**config.mk**
```make
export PLATFORM = sky130hd
export DESIGN_NAME = rcast_front
export DESIGN_NICKNAME = d
export VERILOG_FILES = /design/src/hdl/rcast_pkg.sv /design/src/hdl/rcast_front.sv
export SDC_FILE = /design/constraint.sdc
export NUM_CORES = 1
export LEC_CHECK = 0
export ABC_AREA = 1
export BUFFER_PORTS_ARGS = -buffer_cell sky130_fd_sc_hd__buf_2
export CAP_MARGIN = 15
export CELL_PAD_IN_SITES_DETAIL_PLACEMENT = 1
export CELL_PAD_IN_SITES_GLOBAL_PLACEMENT = 2
export CORE_ASPECT_RATIO = 1.75
export CORE_UTILIZATION = 31
export CTS_BUF_LIST = sky130_fd_sc_hd__clkbuf_2 sky130_fd_sc_hd__clkbuf_4 sky130_fd_sc_hd__clkbuf_8
export CTS_CLUSTER_SIZE = 28
export DETAILED_ROUTE_END_ITERATION = 8
export GPL_TIMING_DRIVEN = 1
export PLACE_DENSITY = 0.74
export SLEW_MARGIN = 20
export SYNTH_ARGS = -nofsm -noshare
export SYNTH_HDL_FRONTEND = slang
export SYNTH_SLANG_ARGS = --single-unit
export TNS_END_PERCENT = 5
```
**constraint.sdc**
```tcl
create_clock -name clock -period 2 [get_ports clock]
set_input_delay 0.3 -clock clock [delete_from_list [all_inputs] [get_ports clock]]
set_output_delay 0.3 -clock clock [all_outputs]
set_load 0.02 [all_outputs]
```
**src/hdl/rcast_pkg.sv**
```systemverilog
`default_nettype none
package rcast_pkg;

   localparam int FracBits = 16;
   localparam int MapSize  = 32;
   localparam int MapBits  = $clog2(MapSize);
   localparam int CoordW   = 10;
   localparam int DistW    = 40;
   localparam logic [DistW-1:0] DistMax = {DistW{1'b1}};
   localparam int DivNumW  = 2 * FracBits + 1;
   localparam int DivDenW  = 48;
   localparam int DivCntW  = $clog2(DivNumW + 1);

   typedef enum logic {
      ITEM_WRITE = 1'b0,
      ITEM_CAST  = 1'b1
   } kind_type;

   typedef enum logic [2:0] {
      CSR_POS_X     = 3'd0,
      CSR_POS_Y     = 3'd1,
      CSR_DIR_X     = 3'd2,
      CSR_DIR_Y     = 3'd3,
      CSR_PLANE_X   = 3'd4,
      CSR_PLANE_Y   = 3'd5,
      CSR_VIEW_COLS = 3'd6,
      CSR_VIEW_ROWS = 3'd7
   } csr_index_type;

   typedef struct packed {
      kind_type    kind;
      logic [4:0]  cell_x;
      logic [4:0]  cell_y;
      logic [2:0]  cell_value;
      logic [10:0] column;
   } item_type;

   typedef struct packed {
      logic [23:0]        pos_x;
      logic [23:0]        pos_y;
      logic signed [17:0] dir_x;
      logic signed [17:0] dir_y;
      logic signed [17:0] plane_x;
      logic signed [17:0] plane_y;
      logic [11:0]        view_cols;
      logic [10:0]        view_rows;
   } cfg_type;

   typedef struct packed {
      logic [10:0] out_column;
      logic [9:0]  draw_start;
      logic [9:0]  draw_end;
      logic [2:0]  wall_type;
      logic        hit_side;
      logic [7:0]  red;
      logic [7:0]  green;
      logic [7:0]  blue;
   } result_type;

   typedef struct packed {
      logic               start;
      logic [DivNumW-1:0] num;
      logic [DivDenW-1:0] den;
   } div_req_type;

   typedef struct packed {
      logic               done;
      logic [DivNumW-1:0] quot;
   } div_rsp_type;

   // Color as {red, green, blue}; y-side walls are shaded to half.
   function automatic logic [23:0] wall_color(input logic [2:0] wt, input logic side);
      logic [23:0] c;
      unique case (wt)
         3'd1:    c = 24'hFF0000;
         3'd2:    c = 24'h00FF00;
         3'd3:    c = 24'h0000FF;
         3'd4:    c = 24'hFFFFFF;
         default: c = 24'hFFFF00;
      endcase
      if (side) begin
         c = {1'b0, c[23:17], 1'b0, c[15:9], 1'b0, c[7:1]};
      end
      return c;
   endfunction

endpackage
`default_nettype wire

```
**src/hdl/rcast_front.sv**
```systemverilog
`default_nettype none
module rcast_front (
   input  logic               clock,
   input  logic               reset,
   input  logic               req_valid,
   output logic               req_ready,
   input  logic               req_cmd,
   input  logic [4:0]         req_cell_x,
   input  logic [4:0]         req_cell_y,
   input  logic [2:0]         req_cell_value,
   input  logic [10:0]        req_column,
   output logic               q_valid,
   output rcast_pkg::item_type q_item,
   input  logic               q_pop
);
   import rcast_pkg::*;

   item_type   entry_ff [2];
   logic       wr_ptr_ff, wr_ptr_in;
   logic       rd_ptr_ff, rd_ptr_in;
   logic [1:0] count_ff, count_in;
   logic       push;
   item_type   item;

   assign req_ready = (count_ff != 2'd2);
   assign push      = req_valid & req_ready;
   assign q_valid   = (count_ff != 2'd0);
   assign q_item    = entry_ff[rd_ptr_ff];

   always_comb begin
      item.kind       = req_cmd ? ITEM_CAST : ITEM_WRITE;
      item.cell_x     = req_cell_x;
      item.cell_y     = req_cell_y;
      item.cell_value = req_cell_value;
      item.column     = req_column;
   end

   always_comb begin
      wr_ptr_in = wr_ptr_ff ^ push;
      rd_ptr_in = rd_ptr_ff ^ (q_pop & q_valid);
      count_in  = count_ff + 2'(push) - 2'(q_pop & q_valid);
   end

   always_ff @(posedge clock) begin
      if (reset) begin
         wr_ptr_ff <= 1'b0;
         rd_ptr_ff <= 1'b0;
         count_ff  <= 2'd0;
      end else begin
         wr_ptr_ff <= wr_ptr_in;
         rd_ptr_ff <= rd_ptr_in;
         count_ff  <= count_in;
      end
   end

   always_ff @(posedge clock) begin
      if (push) begin
         entry_ff[wr_ptr_ff] <= item;
      end
   end

endmodule
`default_nettype wire

```
# Yosys cells after proc, flatten, opt, wreduce, memory -nomap -nowiden

Memories as Yosys holds them, arrays and structs flattened. A register that Yosys moved wholly into a read port is not among the register bits.
Index checks and enable logic that the tools add are counted.

Bits in registers: 4
Bits in writable memories: 50
Input bits: 29
Word-level logic and storage cells: 17
Memories: 1

Memories:

| memory   | words | bits a word | read ports | clocked after Yosys merged registers in | write ports | line              | source |
|---|---|---|---|---|---|---|---|
| entry_ff | 2     | 25          | 1          | 1                                       | 1           | rcast_front.sv:18 | `item_type entry_ff [2];` |

$add $sub $neg: 2
Equal/unequal tests: 1
Multiplexer cells: 4
Bitwise gates (word level): 5
Reduce and logical (&&, ||, !) cells: 1

Operators by type and width:

| kind                 | number |
|---|---|
| $mux W1              | 4 |
| $and A1 B1 Y1        | 3 |
| $add A2 B1 Y2        | 1 |
| $ne A2 B2 Y1 const B | 1 |
| $reduce_bool A2 Y1   | 1 |
| $sub A2 B1 Y2        | 1 |
| $xor A1 B1 Y1        | 2 |

# Logic depth before layout (Yosys ltp)

Depth in word-level cells: 4
Mapped depth: 11

# Least setup slack after synthesis

OpenSTA, ideal clock, no wires.

Path kind: register -> register
Start point: register count_ff[0]
End point: memory entry_ff[1][0] (netlist name) (enable)
Arrival time: 1.706 ns
Required time: 1.593 ns
Slack: -0.113 ns
Stages on the path, launching flop included: 5
Period minus slack after synthesis: 2.113 ns
Cell sequence: dfxtp_1 > inv_1 > nand2_2 > nand2_4 > nor2_1

Cells in the longest elaborated chain, start to end: 4

Ends and longest elaborated chain:

| what                          | line              | source |
|---|---|---|
| from (decl)                   | rcast_front.sv:21 | `logic [1:0] count_ff, count_in;` |
| from (signal assigned)        | rcast_front.sv:52 | `count_ff <= count_in;` |
| $ne A2 B2 Y1                  | rcast_front.sv:25 | `assign req_ready = (count_ff != 2'd2);` |
| named net req_ready           | rcast_front.sv:6  | `output logic req_ready,` |
| $and A1 B1 Y1                 | rcast_front.sv:26 | `assign push = req_valid & req_ready;` |
| $mux W1                       | rcast_front.sv:57 | `if (push) begin` |
| $mux W1 (not written as such) | rcast_front.sv:58 | `entry_ff[wr_ptr_ff] <= item;` |
| to (decl)                     | rcast_front.sv:18 |  |

The timed path passes the listed nets, and every way through them passes these cells.

==> impl_metrics.py <==
metrics = {
    "floorplan": {
        "start_util_pct": 32.0,
        "die_y_um": 110,
        "rows": 39,
        "die_x_um": 63.9,
        "io-pin-count": 56,
        "dieArea_um2": 7040,
        "coreArea_um2": 6490,
    },
    "power_and_ir_drop": {
        "power_switching_share_pct": 33.8,
        "p_leak_nw": 1.11,
        "comb_power_share_pct": 32.6,
        "seq_power_share_pct": 44.2,
        "ir_worst_vdd_mv": 0.649,
        "p_total_mw": 3.49,
        "power.internal_mw": 2.31,
        "p_clk_share_pct": 23.2,
        "power.switching_mw": 1.18,
        "powerDensity_nw_per_um2": 1360,
    },
    "clock_tree": {
        "cts_buffers": 5,
        "postCtsSetupRepairBufs": 0,
        "clk_path_buf_depth": 2,
        "cts-root-buf": "clkbuf_8",
        "ctsResizeCount": 0,
        "h-tree-depth": 2,
        "cts_hold_buf": 0,
        "clk_latency_ps": 290,
        "cts.sinks": 54,
        "clkTransAtPathRegs_ps": 80,
        "tritoncts": "built",
    },
    "global_route": {
        "grt_pass1_vias": 1354,
        "grt_pass1_wl_um": 6370,
        "grt_max_degree": 27,
        "overflow": 0,
        "track_usage_pct": 12.3,
        "grt_antenna_before_repair": 0,
    },
    "worst_hold_path": {
        "min_path_type": "in -> reg",
        "hp-start": "reset",
    },
    "setup_path": {
        "crit_start": "rd_ptr_ff$_SDFF_PP0_",
        "end_kind": "output port",
        "r2r_start": "count_ff[1]$_SDFF_PP0_",
        "critPathSlowestCell": "dfxtp_1",
        "start_kind": "flip-flop",
        "required_ps": 1700,
        "crit_top_cell": "nand2_1",
        "path_max_fanout": 9,
        "rrSetupSlack_ps": 520,
        "path_cells": "buf_4 -> nand2_1 -> nand2_1 -> buf_2",
        "cp_slowest_stage_delay_ps": 540,
        "crit_type": "reg -> out",
        "worst-endpoint-arrival_ps": 1380,
    },
    "drt": {
        "wire_per_inst_um": 12.7,
        "drtPass1Iterations": 2,
        "drc": 0,
        "vias": 1327,
        "drtIter0Drc": 33,
        "postRouteAntennaNets": 0,
        "drt-vias-per-instance": 4.31,
        "drt_wl_total_um": 3910,
    },
    "finish": {
        "fin_util_pct": 39.7,
        "area_delta_synth_final_pct": 24.1,
        "drive_gt1_share_pct": 32.7,
        "n_antenna_cell": 0,
        "stdcell_count": 308,
        "layout_commonest_cell": "nand2_1",
        "nets": 256,
        "layout.area.seq_um2": 1580,
        "final_area_um2": 2580,
        "layout_common_cells": "79 x nand2_1, 55 x buf_2, 50 x edfxtp_1",
        "fillers": 726,
        "multi_input_area_um2": 415,
    },
    "placed_design": {
        "port_buffers": 55,
        "placed_area_um2": 2440,
        "place_congestion": 0.664,
        "dp_slack_ps": 522,
        "hpwl_um": 2870,
        "dp.cells": 300,
    },
    "timing": {
        "holdWs_ps": 191,
        "slew-limit-headroom_pct": 76.3,
        "hold_viol": 0,
        "period_share_pct": 83.8,
        "setup_violations": 0,
        "skew_ps": 2.59,
        "max_freq_ghz": 0.596,
        "drv_slew": 0,
        "finalSetupTns_ps": 0,
        "fin_crit_ps": 1680,
        "finalWorstSetupSlack_ps": 323,
        "rsz0062_at_grt": "false",
        "worst_pin_slew_ps": 355,
    },
    "logic_synthesis": {
        "synth_compound_area_share_pct": 0.663,
        "synth_mux_area_share_pct": 0,
        "synth_edf_count": 50,
        "synth_warnings": 0,
        "ys.flop_type": "edfxtp_1",
        "synthAdderAreaFrac_pct": 1.20,
        "syn_nets": 195,
        "synth_area_um2": 2080,
        "synthCells": 164,
        "ys_async_sr_fraction_pct": 0,
        "ys_seq_area_share_pct": 76.1,
        "synth_cell_types": 19,
        "yosys.area_share.simple_pct": 17.6,
        "avgSynthCellArea_um2": 12.7,
        "synth_seq_cells": 54,
        "synth_xor_area_share_pct": 0.422,
        "synth_top_family_by_area": "simple AND/OR/NAND/NOR gates",
    },
    "run": {
        "max-cap-violations": 0,
    },
    "outcome": {
        "status": "completed",
    },
}
-- critical path: cells and delay by family, from the launching register on --
| family | cells | cell delay [ps] |
|---|---|---|
| buffers and inverters | 2 | 400 |
| flip-flops | 1 | 540 |
| AND/OR/NAND/NOR | 2 | 140 |
-- final cells by class --
type | count | share of cell area (%)
inverter | 10 | 1.55
tap | 82 | 3.98
clock inverter | 3 | 2.48
multi-input combinational | 95 | 16.1
clock buffer | 5 | 2.67
sequential | 54 | 61.4
timing repair buffer | 59 | 11.8
-- flip-flops by register name, summed over array words and instances, names as in the netlist --
name	cells
wr_ptr_ff	1
rd_ptr_ff	1
entry_ff	50
count_ff	2
-- Yosys cell counts (2+ instances only) --
cell	n	area (um2)
buf_4	2	15.0
buf_6	2	22.5
dfxtp_1	4	80.1
edfxtp_1	50	1500
ha_1	2	25.0
inv_1	9	33.8
nand2_1	79	297
nor2_1	5	18.8
-- power groups by stage --
stage | combinational, mW | clock [mW] | sequential, mW
final | 1.14 | 0.812 | 1.54
after global routing | 1.28 | 0.871 | 1.57
after CTS | 1.17 | 0.835 | 1.55
after detailed placement | 1.17 | 0 | 1.57
after global placement | 1.15 | 0 | 1.56
after floorplan | 0.820 | 0 | 1.54
-- kinds of logic (layout without fill, tap and decap cells) --
kind of cell / Yosys count / in the layout
fa+ha+maj: 2 / 2
flops: 54 / 54
xor+xnor: 1 / 1
compound gates: 2 / 2
buf+inv: 15 / 77
simple gates: 90 / 90
-- worst paths after layout --
check | cells past startpoint | to
worst min-delay path | 2 | wr_ptr_ff$_SDFF_PP0_
worst max register to register | 10 | count_ff[1]$_SDFF_PP0_
worst min register to register | 3 | wr_ptr_ff$_SDFF_PP0_
worst max-delay path | 4 | q_item[12]
-- routing by layer --
metal,routed length (um),GRT usage [%],vias up,share of wire (%)
met1,1530,13.3,634,39
met2,2200,23.2,32,56
met5,0,0,-,0
met3,117,1.85,4,3.0
met4,68,5.84,0,1.7
li1,-,-,657,-
(Power assumes the default switching activity.)
