## src/hdl/rcast_pkg.sv

```systemverilog
`default_nettype none
package rcast_pkg;

   localparam int FracBits = 16;
   localparam int MapSize  = 32;
   localparam int MapBits  = $clog2(MapSize);
   localparam int CoordW   = 10;
   localparam int DistW    = 40;
   localparam logic [DistW-1:0] DistMax = {DistW{1'b1}};
   localparam int DivNumW  = 2 * FracBits + 1;
   localparam int DivDenW  = 48;
   localparam int DivCntW  = $clog2(DivNumW + 1);

   typedef enum logic {
      ITEM_WRITE = 1'b0,
      ITEM_CAST  = 1'b1
   } kind_type;

   typedef enum logic [2:0] {
      CSR_POS_X     = 3'd0,
      CSR_POS_Y     = 3'd1,
      CSR_DIR_X     = 3'd2,
      CSR_DIR_Y     = 3'd3,
      CSR_PLANE_X   = 3'd4,
      CSR_PLANE_Y   = 3'd5,
      CSR_VIEW_COLS = 3'd6,
      CSR_VIEW_ROWS = 3'd7
   } csr_index_type;

   typedef struct packed {
      kind_type    kind;
      logic [4:0]  cell_x;
      logic [4:0]  cell_y;
      logic [2:0]  cell_value;
      logic [10:0] column;
   } item_type;

   typedef struct packed {
      logic [23:0]        pos_x;
      logic [23:0]        pos_y;
      logic signed [17:0] dir_x;
      logic signed [17:0] dir_y;
      logic signed [17:0] plane_x;
      logic signed [17:0] plane_y;
      logic [11:0]        view_cols;
      logic [10:0]        view_rows;
   } cfg_type;

   typedef struct packed {
      logic [10:0] out_column;
      logic [9:0]  draw_start;
      logic [9:0]  draw_end;
      logic [2:0]  wall_type;
      logic        hit_side;
      logic [7:0]  red;
      logic [7:0]  green;
      logic [7:0]  blue;
   } result_type;

   typedef struct packed {
      logic               start;
      logic [DivNumW-1:0] num;
      logic [DivDenW-1:0] den;
   } div_req_type;

   typedef struct packed {
      logic               done;
      logic [DivNumW-1:0] quot;
   } div_rsp_type;

   // Color as {red, green, blue}; y-side walls are shaded to half.
   function automatic logic [23:0] wall_color(input logic [2:0] wt, input logic side);
      logic [23:0] c;
      unique case (wt)
         3'd1:    c = 24'hFF0000;
         3'd2:    c = 24'h00FF00;
         3'd3:    c = 24'h0000FF;
         3'd4:    c = 24'hFFFFFF;
         default: c = 24'hFFFF00;
      endcase
      if (side) begin
         c = {1'b0, c[23:17], 1'b0, c[15:9], 1'b0, c[7:1]};
      end
      return c;
   endfunction

endpackage
`default_nettype wire

```

## src/hdl/rcast_div.sv

```systemverilog
`default_nettype none
module rcast_div (
   input  logic                   clock,
   input  logic                   reset,
   input  rcast_pkg::div_req_type req,
   output rcast_pkg::div_rsp_type rsp
);
   import rcast_pkg::*;

   logic [DivDenW-1:0] rem_ff, rem_in;
   logic [DivNumW-1:0] quo_ff, quo_in;
   logic [DivDenW-1:0] den_ff, den_in;
   logic [DivCntW-1:0] cnt_ff, cnt_in;
   logic               busy_ff, busy_in;
   logic               done_ff, done_in;
   logic [DivDenW:0]   trial;
   logic [DivDenW:0]   diff;
   logic               fits;

   // Restoring division, one quotient bit per cycle.
   assign trial = {rem_ff, quo_ff[DivNumW-1]};
   assign diff  = trial - {1'b0, den_ff};
   assign fits  = (trial >= {1'b0, den_ff});

   always_comb begin
      rem_in  = rem_ff;
      quo_in  = quo_ff;
      den_in  = den_ff;
      cnt_in  = cnt_ff;
      busy_in = busy_ff;
      done_in = 1'b0;
      if (req.start) begin
         rem_in  = '0;
         quo_in  = req.num;
         den_in  = req.den;
         cnt_in  = DivCntW'(DivNumW);
         busy_in = 1'b1;
      end else if (busy_ff) begin
         rem_in = fits ? diff[DivDenW-1:0] : trial[DivDenW-1:0];
         quo_in = {quo_ff[DivNumW-2:0], fits};
         cnt_in = cnt_ff - DivCntW'(1);
         if (cnt_ff == DivCntW'(1)) begin
            busy_in = 1'b0;
            done_in = 1'b1;
         end
      end
   end

   always_ff @(posedge clock) begin
      if (reset) begin
         busy_ff <= 1'b0;
         done_ff <= 1'b0;
         cnt_ff  <= '0;
      end else begin
         busy_ff <= busy_in;
         done_ff <= done_in;
         cnt_ff  <= cnt_in;
      end
   end

   always_ff @(posedge clock) begin
      rem_ff <= rem_in;
      quo_ff <= quo_in;
      den_ff <= den_in;
   end

   assign rsp.done = done_ff;
   assign rsp.quot = quo_ff;

endmodule
`default_nettype wire

```

## config.mk

```make
export PLATFORM = sky130hd
export DESIGN_NAME = rcast_div
export DESIGN_NICKNAME = d
export VERILOG_FILES = /design/src/hdl/rcast_pkg.sv /design/src/hdl/rcast_div.sv
export SDC_FILE = /design/constraint.sdc
export NUM_CORES = 1
export LEC_CHECK = 0
export BUFFER_PORTS_ARGS = -buffer_cell sky130_fd_sc_hd__buf_4
export CELL_PAD_IN_SITES_DETAIL_PLACEMENT = 0
export CELL_PAD_IN_SITES_GLOBAL_PLACEMENT = 1
export CORE_MARGIN = 2
export CORE_UTILIZATION = 45
export CTS_CLUSTER_SIZE = 8
export DETAILED_ROUTE_END_ITERATION = 10
export PLACE_DENSITY_LB_ADDON = 0.1
export SYNTH_ARGS = -nofsm -noshare
export SYNTH_HDL_FRONTEND = slang
export SYNTH_SLANG_ARGS = --single-unit
```

## constraint.sdc

```tcl
create_clock -name clock -period 3.35 [get_ports clock]
set_input_delay 0.1675 -clock clock [delete_from_list [all_inputs] [get_ports clock]]
set_output_delay 0.1675 -clock clock [all_outputs]
set_load 0.05 [all_outputs]
```

# --- Yosys cells after proc, flatten, opt, wreduce, memory -nomap -nowiden ---
# Cells that the tools add are included.
totals:
  out_inout_bits: 34
  in_bits: 84
  regBits: 137
  word_cells: 24
classes:
  n_addsub: 2
  magnitude_cmp: 1
  n_reduce_logical: 3
  muxes: 9
  n_eq_ne: 1
  n_bitwise: 1
ops:
  columns: ["operator", "n"]
  rows:
  - ["2-to-1 mux 33 bit", 2]
  - [">= comparator 49 x 48 -> 1 bit", 1]
  - ["2-to-1 mux 48 bit", 1]
  - ["subtractor 48 bit", 1]
  - ["2-to-1 mux 6 bit", 2]
  - ["equality test 6 x 1 -> 1 bit (second input constant)", 1]
  - ["subtractor 6 x 1 -> 6 bit (second input constant)", 1]
  - ["2-to-1 mux 1 bit", 4]
  - ["OR reduction 3 bit", 1]
  - ["nonzero test 2 bit", 1]
  - ["OR reduction 2 bit", 1]
  - ["NOT 1 bit", 1]

# --- Depth between registers and ports, before layout ---
depth:
  word_depth: 4
  ltp_mapped: 14
  depth_no_buf: 12

# --- Worst setup path before layout ---
# No wires, ideal clock.
synth_timing:
  path_kind: "register to register"
  from: "register quo_ff[32]"
  to: "register rem_ff[32]"
  stages_incl_launch_ff: 13
  setup_ns: 0.137
  t_arrival_ns: 2.794
  setup_slack_ns: 0.419
  path_cell_list: "edfxtp_1 inv_1 ha_1 fa_1 nor2b_1 o2111ai_1 a21oi_1 o211ai_1 a211oi_1 nor2_1 o21ai_0 xnor2_1 o221ai_1"
synth_between:
  elab_chain_len: 2
synth_lines:
  columns: ["element", "line", "text"]
  rows:
  - ["from (decl)", "rcast_div.sv:11", "logic [DivNumW-1:0] quo_ff, quo_in;"]
  - ["from (signal assigned)", "rcast_div.sv:63", "quo_ff <= quo_in;"]
  - ["subtractor 48 bit / >= comparator 49 x 48 -> 1 bit (equally long branches)", "rcast_div.sv:22, rcast_div.sv:23", null]
  - ["2-to-1 mux 48 bit *", "rcast_div.sv:39", "rem_in = fits ? diff[DivDenW-1:0] : trial[DivDenW-1:0];"]
  - ["to (signal assigned)", "rcast_div.sv:62", "rem_ff <= rem_in;"]
  - ["to (decl)", "rcast_div.sv:10", "logic [DivDenW-1:0] rem_ff, rem_in;"]
# Mark *: on every way between the ends. The rest lies on a longest branch, timed or not.
# A chain may end at the register's enable or synchronous reset.

# --- Worst setup path after layout ---
layout_timing:
  from: "register den_ff[11]"
  to: "register rem_ff[46]"
layout_between:
  elab_chain_len: 2
layout_lines:
  columns: ["element", "line", "text"]
  rows:
  - ["from (decl)", "rcast_div.sv:12", "logic [DivDenW-1:0] den_ff, den_in;"]
  - ["from (signal assigned)", "rcast_div.sv:64", "den_ff <= den_in;"]
  - ["subtractor 48 bit / >= comparator 49 x 48 -> 1 bit (equally long branches)", "rcast_div.sv:22, rcast_div.sv:23", null]
  - ["2-to-1 mux 48 bit *", "rcast_div.sv:39", null]
# Marks and branches as above.

==> flow_results.xml <==
<?xml version="1.0" encoding="UTF-8"?>
<metrics>
  <group name="route">
    <metric name="ant_nets" unit="">0</metric>
    <metric name="routed-via-count" unit="">7081</metric>
    <metric name="route.detailed.wl_per_inst" unit="um">17.0</metric>
    <metric name="detailedRoute.firstIterationViolations" unit="">355</metric>
    <metric name="vias_per_cell" unit="">5.56</metric>
    <metric name="drc" unit="">0</metric>
    <metric name="totalWireLength" unit="um">21700</metric>
    <metric name="drtPass1Iterations" unit="">7</metric>
  </group>
  <group name="min_path">
    <metric name="timing.hold.worst_endpoint" unit="">quo_ff[9]</metric>
    <metric name="min-delay-start" unit="">req[57]</metric>
    <metric name="min-delay-path-class" unit="">primary input to flop</metric>
    <metric name="count_of_cells_along_the_worst_hold_path" unit="">2</metric>
  </group>
  <group name="final_layout">
    <metric name="layoutNonFillerInstCount" unit="">1273</metric>
    <metric name="layout_cells_sized_above_1" unit="">0.223</metric>
    <metric name="num_antenna_cells" unit="">0</metric>
    <metric name="nFillCells" unit="">1672</metric>
    <metric name="design.final.nets" unit="">1161</metric>
    <metric name="flow.area_growth_from_synthesis" unit="%">26.4</metric>
  </group>
  <group name="clocking">
    <metric name="clock_latency" unit="ps">430</metric>
    <metric name="tritoncts" unit="">done</metric>
    <metric name="cts.root.buffer_cell" unit="">sky130_fd_sc_hd__clkbuf_16</metric>
    <metric name="clk_pin_slew" unit="ps">70</metric>
    <metric name="max-clock-path-buffers" unit="">2</metric>
    <metric name="cts_htree_levels" unit="">4</metric>
    <metric name="cts_inserted_buffers" unit="">17</metric>
    <metric name="cts_num_sinks" unit="">137</metric>
  </group>
  <group name="setup_path">
    <metric name="critical_path.startpoint_type" unit="">flop</metric>
    <metric name="crit_buf_inv" unit="">1</metric>
    <metric name="end_kind" unit="">flop</metric>
    <metric name="crit_type" unit="">flop to flop</metric>
    <metric name="critical_path.slowest_cell" unit="">sky130_fd_sc_hd__a2111o_1</metric>
    <metric name="crit_family" unit="">compound AO/OA/AOI/OAI gates</metric>
    <metric name="crit_path_cell_trace" unit="">inv_1 &gt; ha_1 &gt; a21oi_2 &gt; o22ai_1 &gt; a2111o_1 &gt; a21o_1 &gt; a41o_1 &gt; a31oi_2 &gt; mux2i_1 &gt; o21ai_1 &gt; a311oi_1</metric>
    <metric name="endpoint_of_the_worst_slack_reg_to_reg_timing_path" unit="">rem_ff[46]</metric>
    <metric name="critical_path.max_stage_delay" unit="ps">410</metric>
    <metric name="reg2reg_from" unit="">den_ff[11]</metric>
    <metric name="critPathMaxFanout" unit="">8</metric>
    <metric name="worst-r2r-setup-slack" unit="ps">180</metric>
    <metric name="arrival" unit="ps">3500</metric>
    <metric name="reg2reg_depth" unit="">11</metric>
    <metric name="worst-endpoint-required" unit="ps">3680</metric>
  </group>
  <group name="floorplanning">
    <metric name="io_pins" unit="">118</metric>
    <metric name="initial_core_util" unit="">0.455</metric>
    <metric name="core_area" unit="um^2">18500</metric>
    <metric name="die_area" unit="um^2">19800</metric>
    <metric name="chipWidth" unit="um">141</metric>
    <metric name="fp.dieH" unit="um">141</metric>
    <metric name="rows" unit="">50</metric>
  </group>
  <group name="logic_synthesis">
    <metric name="netlist.area_leader.share" unit="">0.289</metric>
    <metric name="synthesis.nets" unit="">994</metric>
    <metric name="synth_area_leader_cell" unit="">sky130_fd_sc_hd__edfxtp_1</metric>
    <metric name="synth-seq-cells" unit="">137</metric>
    <metric name="synthDistinctLibCells" unit="">79</metric>
    <metric name="postSynthAreaPerCell" unit="um^2">9.80</metric>
    <metric name="synth_area" unit="um^2">8420</metric>
    <metric name="synth-async-reset-ratio" unit="">0</metric>
    <metric name="post_synth_main_area_contributors" unit="">sky130_fd_sc_hd__edfxtp_1 (29%), sky130_fd_sc_hd__dfxtp_1 (13%), sky130_fd_sc_hd__ha_1 (7.4%)</metric>
    <metric name="yosysWarnings" unit="">0</metric>
    <metric name="sequential_fraction_of_the_synthesis_area" unit="">0.422</metric>
    <metric name="ys_dominant_reg_cell" unit="">sky130_fd_sc_hd__edfxtp_1</metric>
    <metric name="synth_edf_count" unit="">81</metric>
    <metric name="synthesis.instances" unit="">859</metric>
  </group>
  <group name="timing">
    <metric name="fmaxAchievable" unit="MHz">316</metric>
    <metric name="finClkSkew" unit="ps">14.1</metric>
    <metric name="timing.max_slew.rel_slack" unit="">0.596</metric>
    <metric name="final.setup.tns" unit="ps">0</metric>
    <metric name="finalCritPeriodShare" unit="">0.945</metric>
    <metric name="grt_setup_unrepaired" unit="">false</metric>
    <metric name="setup_viol_count_final" unit="">0</metric>
    <metric name="timing_max_transition_violations_final" unit="">0</metric>
    <metric name="final_period_minus_worst_setup_slack" unit="ps">3170</metric>
    <metric name="timing_hold_violations_final" unit="">0</metric>
    <metric name="tightestPinTransition" unit="ps">607</metric>
  </group>
  <group name="power_and_ir_drop">
    <metric name="static_leakage" unit="nW">4.46</metric>
    <metric name="worst_vdd_rail_ir_drop" unit="uV">480</metric>
    <metric name="design_power_total" unit="mW">5.27</metric>
    <metric name="power_per_cell_area" unit="nW/um^2">496</metric>
  </group>
  <group name="grt">
    <metric name="track_usage" unit="">0.223</metric>
    <metric name="number_of_global_route_vias_before_repair" unit="">7121</metric>
    <metric name="grt_pass1_wl" unit="um">35500</metric>
    <metric name="grt_start_max_net_pins" unit="">39</metric>
    <metric name="grt_residual_overflow" unit="">0</metric>
    <metric name="initial_antenna_violation_count" unit="">0</metric>
  </group>
  <group name="placed_design">
    <metric name="gp_routability_congestion" unit="">0.864</metric>
    <metric name="place.detailed.instances" unit="">1192</metric>
    <metric name="hpwlAfterDp" unit="um">16000</metric>
    <metric name="placement.io_buffers" unit="">117</metric>
  </group>
  <group name="status">
    <metric name="status" unit="">finished, final reports clean</metric>
  </group>
  <group name="flow_run">
    <metric name="max-cap-violations" unit="">0</metric>
  </group>
</metrics>
-- worst reg2reg max path: stages, from the launching register on --
cell and delay [ps]:
sky130_fd_sc_hd__edfxtp_1 320, sky130_fd_sc_hd__inv_1 50, sky130_fd_sc_hd__ha_1 400, sky130_fd_sc_hd__a21oi_2 310
sky130_fd_sc_hd__o22ai_1 110, sky130_fd_sc_hd__a2111o_1 410, sky130_fd_sc_hd__a21o_1 230, sky130_fd_sc_hd__a41o_1 370
sky130_fd_sc_hd__a31oi_2 330, sky130_fd_sc_hd__mux2i_1 230, sky130_fd_sc_hd__o21ai_1 90, sky130_fd_sc_hd__a311oi_1 240
-- worst max-delay path by stage --
| stage | startpoint | to | slack, ps | depth (start not counted) |
|---|---|---|---|---|
| 4_1_cts | den_ff[11] | rem_ff[46] | 130 | 11 |
| 3_3_place_gp | den_ff[11] | rem_ff[46] | 200 | 11 |
| 3_5_place_dp | den_ff[11] | rem_ff[46] | 150 | 11 |
| 6_report | den_ff[11] | rem_ff[46] | 180 | 11 |
| 5_1_grt | den_ff[31] | rem_ff[11] | 30 | 11 |
| 2_1_floorplan | quo_ff[32] | rem_ff[32] | 420 | 12 |
-- stage by stage --
step           hold slack (ps)  utilization  cell area (um^2)  worst slack (ps)
2_1_floorplan              266            -              8420               419
3_3_place_gp               345        0.517              9580               198
5_1_grt                   15.5        0.575             10600              29.2
4_1_cts                   14.1        0.574             10600               130
6_report                  33.9        0.575             10600               184
3_5_place_dp               347        0.517              9580               148
-- flip-flops by register name (all words and copies together) (netlist names) --
name,flops
den_ff,48
rem_ff,48
quo_ff,33
cnt_ff,6
busy_ff,1
done_ff,1
-- area by class of cell --
cell class                      instances  area [um^2]  area share
Multi-Input combinational cell        616         4430       0.416
Timing Repair Buffer                  190         1560       0.147
Clock inverter                         15          135      0.0127
Tap cell                              234          293      0.0275
Inverter                               64          240      0.0226
Sequential cell                       137         3550       0.334
Clock buffer                           17          425      0.0400
-- per-layer routing --
layer | GRT usage | vias up | routed length [um]
met5 | 0 | - | 0
met4 | 0.0658 | 0 | 367
li1 | - | 3506 | -
met2 | 0.381 | 161 | 10600
met1 | 0.284 | 3387 | 9750
met3 | 0.0510 | 27 | 928
-- synth_stat cells (all sizes together) (17+ instances only) --
cell    instances
nor2           77
o21ai          42
xor2           17
clkbuf         25
buf            17
a211oi         24
mux2           33
nand2          79
dfxtp          56
nand3          18
mux2i          24
ha             50
a21o           20
xnor2          27
inv            64
edfxtp         81
a21oi          54
-- what timing repair did --
item / CTS / global route
setup buffers: 0 / 0
gates resized for setup: 0 / 2
hold buffers: 49 / 0
setup endpoints to repair: 0 / 2
hold endpoints to repair: 56 / 0
-- report_power, final --
group | internal (mW) | switching [mW] | leakage [nW]
Sequential | 1.94 | 0.0805 | 1.26
Clock | 0.978 | 0.828 | 0.276
Combinational | 0.589 | 0.857 | 2.92
-- kinds of logic after synthesis --
group                    share of synthesized area
AO/OA/AOI/OAI                                0.200
AND/OR/NAND/NOR                              0.130
flip-flops                                   0.422
buffers and inverters                       0.0533
multiplexers                                0.0727
adder cells (fa/ha/maj)                     0.0767
XOR/XNOR                                    0.0458
-- cell usage in the layout, fill, tap and decap left out, types with 4 or more instances in the layout --
| master | n |
|---|---|
| sky130_fd_sc_hd__buf_4 | 140 |
| sky130_fd_sc_hd__edfxtp_1 | 81 |
| sky130_fd_sc_hd__nand2_1 | 79 |
| sky130_fd_sc_hd__nor2_1 | 75 |
| sky130_fd_sc_hd__inv_1 | 64 |
| sky130_fd_sc_hd__dfxtp_1 | 55 |
| sky130_fd_sc_hd__a21oi_1 | 50 |
| sky130_fd_sc_hd__ha_1 | 50 |
| sky130_fd_sc_hd__dlygate4sd3_1 | 49 |
| sky130_fd_sc_hd__mux2_2 | 33 |
| sky130_fd_sc_hd__xnor2_1 | 27 |
| sky130_fd_sc_hd__o21ai_0 | 26 |
| sky130_fd_sc_hd__mux2i_1 | 24 |
| sky130_fd_sc_hd__a211oi_1 | 23 |
| sky130_fd_sc_hd__a21o_1 | 20 |
| sky130_fd_sc_hd__nand3_1 | 18 |
| sky130_fd_sc_hd__xor2_1 | 17 |
| sky130_fd_sc_hd__clkbuf_16 | 17 |
| sky130_fd_sc_hd__o21ai_1 | 14 |
| sky130_fd_sc_hd__a311oi_1 | 13 |
| sky130_fd_sc_hd__nand4_1 | 11 |
| sky130_fd_sc_hd__o21bai_1 | 10 |
| sky130_fd_sc_hd__o211ai_1 | 7 |
| sky130_fd_sc_hd__nor3_1 | 7 |
| sky130_fd_sc_hd__o21a_1 | 6 |
| sky130_fd_sc_hd__nand2b_1 | 6 |
| sky130_fd_sc_hd__and2_1 | 5 |
| sky130_fd_sc_hd__nand4b_1 | 5 |
| sky130_fd_sc_hd__a31oi_1 | 5 |
| sky130_fd_sc_hd__a21oi_2 | 4 |
| sky130_fd_sc_hd__and3_1 | 4 |
| sky130_fd_sc_hd__a21boi_0 | 4 |
| sky130_fd_sc_hd__o31ai_1 | 4 |
| sky130_fd_sc_hd__a32oi_1 | 4 |
| sky130_fd_sc_hd__inv_6 | 4 |
| sky130_fd_sc_hd__inv_8 | 4 |
Power figures use the tool's default switching activity.
